### config.mk
export PLATFORM = sky130hd
export DESIGN_NAME = sorted_priority_stack_unit
export DESIGN_NICKNAME = d
export VERILOG_FILES = /design/src/spq_pkg.sv /design/src/spq_datapath.sv /design/src/spq_controller.sv /design/src/sorted_priority_stack_unit.sv
export SDC_FILE = /design/constraint.sdc
export NUM_CORES = 2
export LEC_CHECK = 0
export ABC_AREA = 0
export BUFFER_PORTS_ARGS = -buffer_cell sky130_fd_sc_hd__buf_4
export CAP_MARGIN = 25
export CORE_UTILIZATION = 55
export DETAILED_ROUTE_END_ITERATION = 12
export PLACE_DENSITY = 0.79
export REMOVE_ABC_BUFFERS = 1
export SLEW_MARGIN = 20
export SYNTH_ARGS = -nofsm -noshare
export SYNTH_HDL_FRONTEND = slang
export SYNTH_SLANG_ARGS = --single-unit
### constraint.sdc
create_clock -name clk -period 4.8 [get_ports clk]
set_input_delay 0.96 -clock clk [delete_from_list [all_inputs] [get_ports clk]]
set_output_delay 0.96 -clock clk [all_outputs]
set_load 0.05 [all_outputs]
### src/spq_pkg.sv
`timescale 1ns / 1ps
// ----------------------------------------------------------------------------
// Sorted priority stack package
// Shared constants, operation and error codes, and the command and status
// structs that join the controller to the datapath.
// ----------------------------------------------------------------------------
package spq_pkg;

    // Default sizes of the store and its fields.
    localparam int DEPTH_DEF      = 16;
    localparam int ELEM_WIDTH_DEF = 32;
    localparam int PRIO_WIDTH_DEF = 8;

    // Width of the reported count field.
    localparam int COUNT_W = 5;

    // Operation codes carried in the input tuser.
    localparam logic [1:0] MODE_PUSH  = 2'd0;
    localparam logic [1:0] MODE_POP   = 2'd1;
    localparam logic [1:0] MODE_QUERY = 2'd2;

    // Error codes returned with every result.
    localparam logic [1:0] ERR_OK        = 2'd0;
    localparam logic [1:0] ERR_POP_EMPTY = 2'd1;
    localparam logic [1:0] ERR_PUSH_FULL = 2'd2;

    // Commands from the controller to the datapath.
    typedef struct packed {
        logic       push;
        logic       pop;
        logic       load;
        logic [1:0] err;
    } spq_cmd_t;

    // Status from the datapath to the controller.
    typedef struct packed {
        logic empty;
        logic full;
    } spq_status_t;

endpackage

### src/spq_datapath.sv
`timescale 1ns / 1ps
// ----------------------------------------------------------------------------
// Sorted priority stack datapath
// Compare-and-shift slot array kept in descending priority order, the entry
// counter and the result register.
// ----------------------------------------------------------------------------
module spq_datapath
    import spq_pkg::*;
#(
    parameter int DEPTH      = DEPTH_DEF,
    parameter int ELEM_WIDTH = ELEM_WIDTH_DEF,
    parameter int PRIO_WIDTH = PRIO_WIDTH_DEF
)
(
    input  logic                  clk,
    input  logic                  rst_n,
    input  spq_cmd_t              cmd,
    input  logic [ELEM_WIDTH-1:0] elem,
    input  logic [PRIO_WIDTH-1:0] priority_req,
    output spq_status_t           status,
    output logic [ELEM_WIDTH-1:0] top_elem,
    output logic [PRIO_WIDTH-1:0] top_priority,
    output logic [COUNT_W-1:0]    count,
    output logic                  is_empty,
    output logic [1:0]            error
);

    localparam int CNT_W = $clog2(DEPTH + 1);

    logic [ELEM_WIDTH-1:0] slot_elem_reg      [DEPTH];
    logic [PRIO_WIDTH-1:0] slot_priority_reg  [DEPTH];
    logic [ELEM_WIDTH-1:0] slot_elem_next     [DEPTH];
    logic [PRIO_WIDTH-1:0] slot_priority_next [DEPTH];
    logic [DEPTH-1:0]      higher;
    logic [CNT_W-1:0]      cnt_reg;
    logic [CNT_W-1:0]      cnt_next;

    logic [ELEM_WIDTH-1:0] res_elem_reg;
    logic [PRIO_WIDTH-1:0] res_priority_reg;
    logic [COUNT_W-1:0]    res_count_reg;
    logic                  res_empty_reg;
    logic [1:0]            res_err_reg;

    // Each slot compares its own priority against the pushed one; an occupied
    // slot with a strictly higher priority stays in front of the new entry.
    for (genvar i = 0; i < DEPTH; i++)
    begin : g_slot
        assign higher[i] = (cnt_reg > CNT_W'(i)) && (priority_req < slot_priority_reg[i]);

        always_comb
        begin
            slot_elem_next[i]     = slot_elem_reg[i];
            slot_priority_next[i] = slot_priority_reg[i];
            if (cmd.push)
            begin
                if (!higher[i])
                begin
                    if (i == 0)
                    begin
                        slot_elem_next[i]     = elem;
                        slot_priority_next[i] = priority_req;
                    end
                    else if (higher[(i == 0) ? 0 : i - 1])
                    begin
                        slot_elem_next[i]     = elem;
                        slot_priority_next[i] = priority_req;
                    end
                    else
                    begin
                        slot_elem_next[i]     = slot_elem_reg[(i == 0) ? 0 : i - 1];
                        slot_priority_next[i] = slot_priority_reg[(i == 0) ? 0 : i - 1];
                    end
                end
            end
            else if (cmd.pop && (i < DEPTH - 1))
            begin
                slot_elem_next[i]     = slot_elem_reg[(i < DEPTH - 1) ? i + 1 : i];
                slot_priority_next[i] = slot_priority_reg[(i < DEPTH - 1) ? i + 1 : i];
            end
        end

        // Slot storage carries no reset; only occupied slots are ever read.
        always_ff @(posedge clk)
        begin
            slot_elem_reg[i]     <= slot_elem_next[i];
            slot_priority_reg[i] <= slot_priority_next[i];
        end
    end

    // Entry counter update.
    always_comb
    begin
        cnt_next = cnt_reg;
        if (cmd.push)
        begin
            cnt_next = cnt_reg + CNT_W'(1);
        end
        else if (cmd.pop)
        begin
            cnt_next = cnt_reg - CNT_W'(1);
        end
    end

    always_ff @(posedge clk or negedge rst_n)
    begin
        if (!rst_n)
        begin
            cnt_reg <= '0;
        end
        else
        begin
            cnt_reg <= cnt_next;
        end
    end

    // Result register captures the front of the queue after the operation.
    always_ff @(posedge clk)
    begin
        if (cmd.load)
        begin
            res_empty_reg    <= (cnt_next == '0);
            res_elem_reg     <= (cnt_next == '0) ? '0 : slot_elem_next[0];
            res_priority_reg <= (cnt_next == '0) ? '0 : slot_priority_next[0];
            res_count_reg    <= COUNT_W'(cnt_next);
            res_err_reg      <= cmd.err;
        end
    end

    assign status.empty = (cnt_reg == '0);
    assign status.full  = (cnt_reg == CNT_W'(DEPTH));

    assign top_elem     = res_elem_reg;
    assign top_priority = res_priority_reg;
    assign count        = res_count_reg;
    assign is_empty     = res_empty_reg;
    assign error        = res_err_reg;

endmodule

### src/spq_controller.sv
`timescale 1ns / 1ps
// ----------------------------------------------------------------------------
// Sorted priority stack controller
// Decodes each accepted operation into datapath commands and tracks whether
// the result register holds a result that has not been transferred.
// ----------------------------------------------------------------------------
module spq_controller
    import spq_pkg::*;
(
    input  logic        clk,
    input  logic        rst_n,
    input  logic        s_tvalid,
    output logic        s_tready,
    input  logic [1:0]  mode,
    output logic        m_tvalid,
    input  logic        m_tready,
    input  spq_status_t status,
    output spq_cmd_t    cmd
);

    localparam logic ST_IDLE = 1'b0;
    localparam logic ST_HOLD = 1'b1;

    logic state_reg;
    logic state_next;
    logic accept;

    // A new item may enter whenever the result register is free or drains now.
    assign s_tready = (state_reg == ST_IDLE) || m_tready;
    assign accept   = s_tvalid && s_tready;
    assign m_tvalid = (state_reg == ST_HOLD);

    // Operation decode with full and empty checks.
    always_comb
    begin
        cmd.push = 1'b0;
        cmd.pop  = 1'b0;
        cmd.load = accept;
        cmd.err  = ERR_OK;
        unique case (mode)
            MODE_PUSH:
            begin
                if (status.full)
                begin
                    cmd.err = ERR_PUSH_FULL;
                end
                else
                begin
                    cmd.push = accept;
                end
            end
            MODE_POP:
            begin
                if (status.empty)
                begin
                    cmd.err = ERR_POP_EMPTY;
                end
                else
                begin
                    cmd.pop = accept;
                end
            end
            default:
            begin
                cmd.err = ERR_OK;
            end
        endcase
    end

    // Result-pending state.
    always_comb
    begin
        state_next = state_reg;
        unique case (state_reg)
            ST_IDLE:
            begin
                if (accept)
                begin
                    state_next = ST_HOLD;
                end
            end
            ST_HOLD:
            begin
                if (!accept && m_tready)
                begin
                    state_next = ST_IDLE;
                end
            end
            default:
            begin
                state_next = ST_IDLE;
            end
        endcase
    end

    always_ff @(posedge clk or negedge rst_n)
    begin
        if (!rst_n)
        begin
            state_reg <= ST_IDLE;
        end
        else
        begin
            state_reg <= state_next;
        end
    end

    // A push and a pop never issue together.
    a_one_op: assert property (@(posedge clk) disable iff (!rst_n)
        !(cmd.push && cmd.pop))
        else $error("push and pop issued together");

    // No push reaches a full store and no pop an empty one.
    a_bounds: assert property (@(posedge clk) disable iff (!rst_n)
        !((cmd.push && status.full) || (cmd.pop && status.empty)))
        else $error("store bound violated");

    // Every accepted item leaves a result pending in the next cycle.
    a_result: assert property (@(posedge clk) disable iff (!rst_n)
        accept |=> m_tvalid)
        else $error("accepted item produced no result");

endmodule

### src/sorted_priority_stack_unit.sv
`timescale 1ns / 1ps
// ----------------------------------------------------------------------------
// Sorted priority stack unit
// Bounded priority queue held as a sorted register array, one result per item.
// ----------------------------------------------------------------------------
// Usage:
//   Input stream (s_*): tuser carries the operation (push, pop, query), tdata
//   carries the element and its priority. Output stream (m_*): one transfer
//   per input item with the front element, front priority and count in tdata,
//   and the empty flag and error code in tuser.
//   Entries stay ordered by descending priority; a push lands in front of the
//   first entry of equal or lower priority, so equal priorities serve newest
//   first. Pop on empty and push on full are reported and change nothing.
//   The result is registered and appears in the cycle after the input transfer.
//   Throughput: one item per cycle while results are taken; every slot
//   compares and shifts in parallel, so the slot array update keeps that rate.
//   The result register decouples the sides: a new item is taken while the
//   previous result is being transferred. When the receiver stalls, the
//   result holds and s_tready drops until it is taken.
//   Reset empties the queue and clears any pending result; slot contents
//   are left as they are and are never read before being written.
// ----------------------------------------------------------------------------
module sorted_priority_stack_unit
    import spq_pkg::*;
#(
    parameter int DEPTH      = DEPTH_DEF,
    parameter int ELEM_WIDTH = ELEM_WIDTH_DEF,
    parameter int PRIO_WIDTH = PRIO_WIDTH_DEF,
    localparam int IN_DATA_W  = ((ELEM_WIDTH + PRIO_WIDTH + 7) / 8) * 8,
    localparam int OUT_DATA_W = ((ELEM_WIDTH + PRIO_WIDTH + COUNT_W + 7) / 8) * 8
)
(
    input  logic                  clk,
    input  logic                  rst_n,
    input  logic                  s_tvalid,
    output logic                  s_tready,
    input  logic [IN_DATA_W-1:0]  s_tdata,   // elem, priority_req
    input  logic [1:0]            s_tuser,   // mode
    output logic                  m_tvalid,
    input  logic                  m_tready,
    output logic [OUT_DATA_W-1:0] m_tdata,   // top_elem, top_priority, count
    output logic [2:0]            m_tuser    // is_empty, error
);

    spq_cmd_t              cmd;
    spq_status_t           status;
    logic [ELEM_WIDTH-1:0] top_elem;
    logic [PRIO_WIDTH-1:0] top_priority;
    logic [COUNT_W-1:0]    count;
    logic                  is_empty;
    logic [1:0]            error;

    spq_controller u_ctrl (
        .clk      (clk),
        .rst_n    (rst_n),
        .s_tvalid (s_tvalid),
        .s_tready (s_tready),
        .mode     (s_tuser),
        .m_tvalid (m_tvalid),
        .m_tready (m_tready),
        .status   (status),
        .cmd      (cmd)
    );

    spq_datapath #(
        .DEPTH      (DEPTH),
        .ELEM_WIDTH (ELEM_WIDTH),
        .PRIO_WIDTH (PRIO_WIDTH)
    ) u_dp (
        .clk          (clk),
        .rst_n        (rst_n),
        .cmd          (cmd),
        .elem         (s_tdata[ELEM_WIDTH-1:0]),
        .priority_req (s_tdata[ELEM_WIDTH +: PRIO_WIDTH]),
        .status       (status),
        .top_elem     (top_elem),
        .top_priority (top_priority),
        .count        (count),
        .is_empty     (is_empty),
        .error        (error)
    );

    // Pack the result fields, lowest field first, zero-filled to whole bytes.
    assign m_tdata = OUT_DATA_W'({count, top_priority, top_elem});
    assign m_tuser = {error, is_empty};

endmodule

==> flow_summary.toml <==
[run_status]
status = "finished, final reports clean"

[clock_network]
tritoncts = "built"
post_cts_buffers = 0
htree_levels = 3
cts_hold_buf = 0
cts-buffers-inserted = 77
clock_path_buffers = 3
cts_resized = 0
clk_latency_ps = 640
cts-root-buf = "clkbuf_16"
clock-sinks = 694
clkTransAtPathRegs_ps = 60

[final_layout]
antennaDiodeCount = 0
largest_reg_flops = 512
final_common_cell = "edfxtp_1"
layout_common_cells = "edfxtp_1, mux2i_1, nand2_1"
finalNetCount = 3462
drive_above_1_share_pct = 10.4
area_delta_synth_final_pct = 10.6

[drt]
drtPass1Iterations = 5
vias_per_cell = 6.36
drtIter0Drc = 3491
wl_per_cell_um = 23.1
drt_wl_total_um = 97700
drcViolationCount = 0
vias = 26900
ant_nets = 0

[sta]
worst_pin_slew_ps = 1030
fmax_mhz = 271
tns_ps = 0
finalSetupViolCount = 0
period_share_pct = 77.0
finClkSkew_ps = 25.0
final_hold_viol_count = 0
holdWs_ps = 142
rsz0062_at_grt = "no"
fin_crit_ps = 3700
maxSlewHeadroom_pct = 31.4
finalMaxSlewViolations = 0

[logic_synthesis]
synth_warnings = 0
ys_types = 65
synth_top_area_share_pct = 52.4
synthArstFlopShare_pct = 0.865
ys_ff_latch = 694
synth.area.top_cells = "edfxtp_1, mux2i_1, a21oi_1"
ys_seq_area_share_pct = 55.0
synth_area_sq_um = 37100
ys.flop_type = "edfxtp_1"
postSynthCellCount = 3351
synth_edf_count = 648
yosys.area.top_type = "edfxtp_1"
postSynthAreaPerCell_sq_um = 11.1

[floorplan]
io_pins = 99
initial_utilization_pct = 56.1
die_h_um = 262
core-area_sq_um = 66200
rows = 94
dieArea_sq_um = 68500
dieWidth_um = 262

[global_routing]
antenna_found_initial = 1
grt_usage_pct = 28.4
grt_max_degree = 218
grt_pass1_vias = 25800
grt_pass1_wl_um = 150000
grt_overflow = 0

[power_and_ir_drop]
ir_worst_vdd_v = 0.000328
p_per_area_nw_per_um2 = 495
p_leak_nw = 16.6

[critical_path]
required_ps = 5260
end_kind = "flop"
slowest_stage = "dfrtp_1"
crit_fanout = 23
cp-start-kind = "flop"
cp_top_family = "simple AND/OR/NAND/NOR gates"
crit_buf_inv = 2
crit_arrival_ps = 4160
critPathMaxStageDelay_ps = 610
criticalPathCategory = "flop to flop"
cp_cell_sequence = "inv_1 -> ha_1 -> nor3b_4 -> a21oi_1 -> nand3_1 -> nor2_4 -> buf_4 -> a221o_1 -> nor2b_1"

[placed_design]
dp_hpwl_um = 59000
gp_congestion = 0.888
io_buffers = 95

[hold_path]
hold_class = "primary input to asynchronous set/reset pin"

[flow_run]
drv_cap = 0
==> power breakdown <==
| group | switching [mW] | leakage (nW) | internal (mW) |
|---|---|---|---|
| Clock | 2.45 | 1.16 | 3.26 |
| Combinational | 4.05 | 9.05 | 2.48 |
| Sequential | 0.464 | 6.37 | 7.61 |
==> through the flow <==
stage | power, mW | std cells | area [sq um] | util, % | setup slack, ps
final | 20.3 | 4224 | 41100 | 62.0 | 1100
after global routing | 21.0 | 4224 | 41100 | 62.0 | 853
after CTS | 20.3 | 4224 | 41100 | 62.0 | 1140
after detailed placement | 14.6 | 4084 | 38700 | 58.4 | 908
after global placement | 14.4 | 4084 | 38700 | 58.4 | 903
after floorplan | 12.9 | 3053 | 35800 | - | -17460
==> worst register-to-register path: cells and delay by family (launching register included) <==
family	cells	cell delay [ps]
simple gates	4	1120
compound gates	2	850
buf+inv	2	660
flops	1	610
fa+ha+maj	1	310
==> area by class of cell <==
cell class / count / area, sq um
fill: 5154 / 25100
sequential: 694 / 20400
multi-input combinational: 2236 / 15200
clock buffer: 110 / 2130
timing repair buffer: 167 / 1530
tap: 864 / 1080
inverter: 123 / 462
clock inverter: 30 / 253
==> logic make-up after synthesis <==
| group | synth area share, % |
|---|---|
| adders and majority gates | 3.94 |
| muxes | 14.9 |
| xor gates and xnor gates | 0.118 |
| DFF | 55.0 |
| and+or+nand+nor | 8.53 |
| buffers and inverters | 4.75 |
| other | 0.0101 |
| AOI/OAI and AO/OA | 12.8 |
==> worst paths after layout <==
| check | from | end | slack (ps) | cells after the start |
|---|---|---|---|---|
| setup / recovery | u_dp.cnt_reg[0] | u_dp.top_elem[12] | 1100 | 9 |
| hold reg to reg | u_dp.slot_elem_reg[0][6] | u_dp.slot_elem_reg[0][6] | 510 | 1 |
| min in group clk | u_dp.slot_elem_reg[0][6] | u_dp.slot_elem_reg[0][6] | 510 | 1 |
| hold / removal | rst_n | u_dp.cnt_reg[4] | 140 | 1 |
| setup reg to reg | u_dp.cnt_reg[0] | u_dp.top_elem[12] | 1100 | 9 |
| max in group asynchronous | rst_n | u_ctrl.m_tvalid | 4550 | 1 |
==> metal layers <==
metal,track usage (%),routed length (um)
met5,0,14
met4,9.85,2830
met3,5.30,8860
met2,43.3,43900
met1,40.7,42100
==> cells in the mapped netlist (44+ instances only) <==
| library cell | n |
|---|---|
| nor2b_1 | 44 |
| edfxtp_1 | 648 |
| o21ai_1 | 158 |
| o21ai_0 | 154 |
| nand2_1 | 358 |
| buf_2 | 69 |
| nor2_1 | 273 |
| a21oi_1 | 322 |
| ha_1 | 117 |
| clkbuf_1 | 195 |
| inv_1 | 122 |
| mux2i_1 | 507 |
Note: power is estimated with default switching activity, not from simulation.
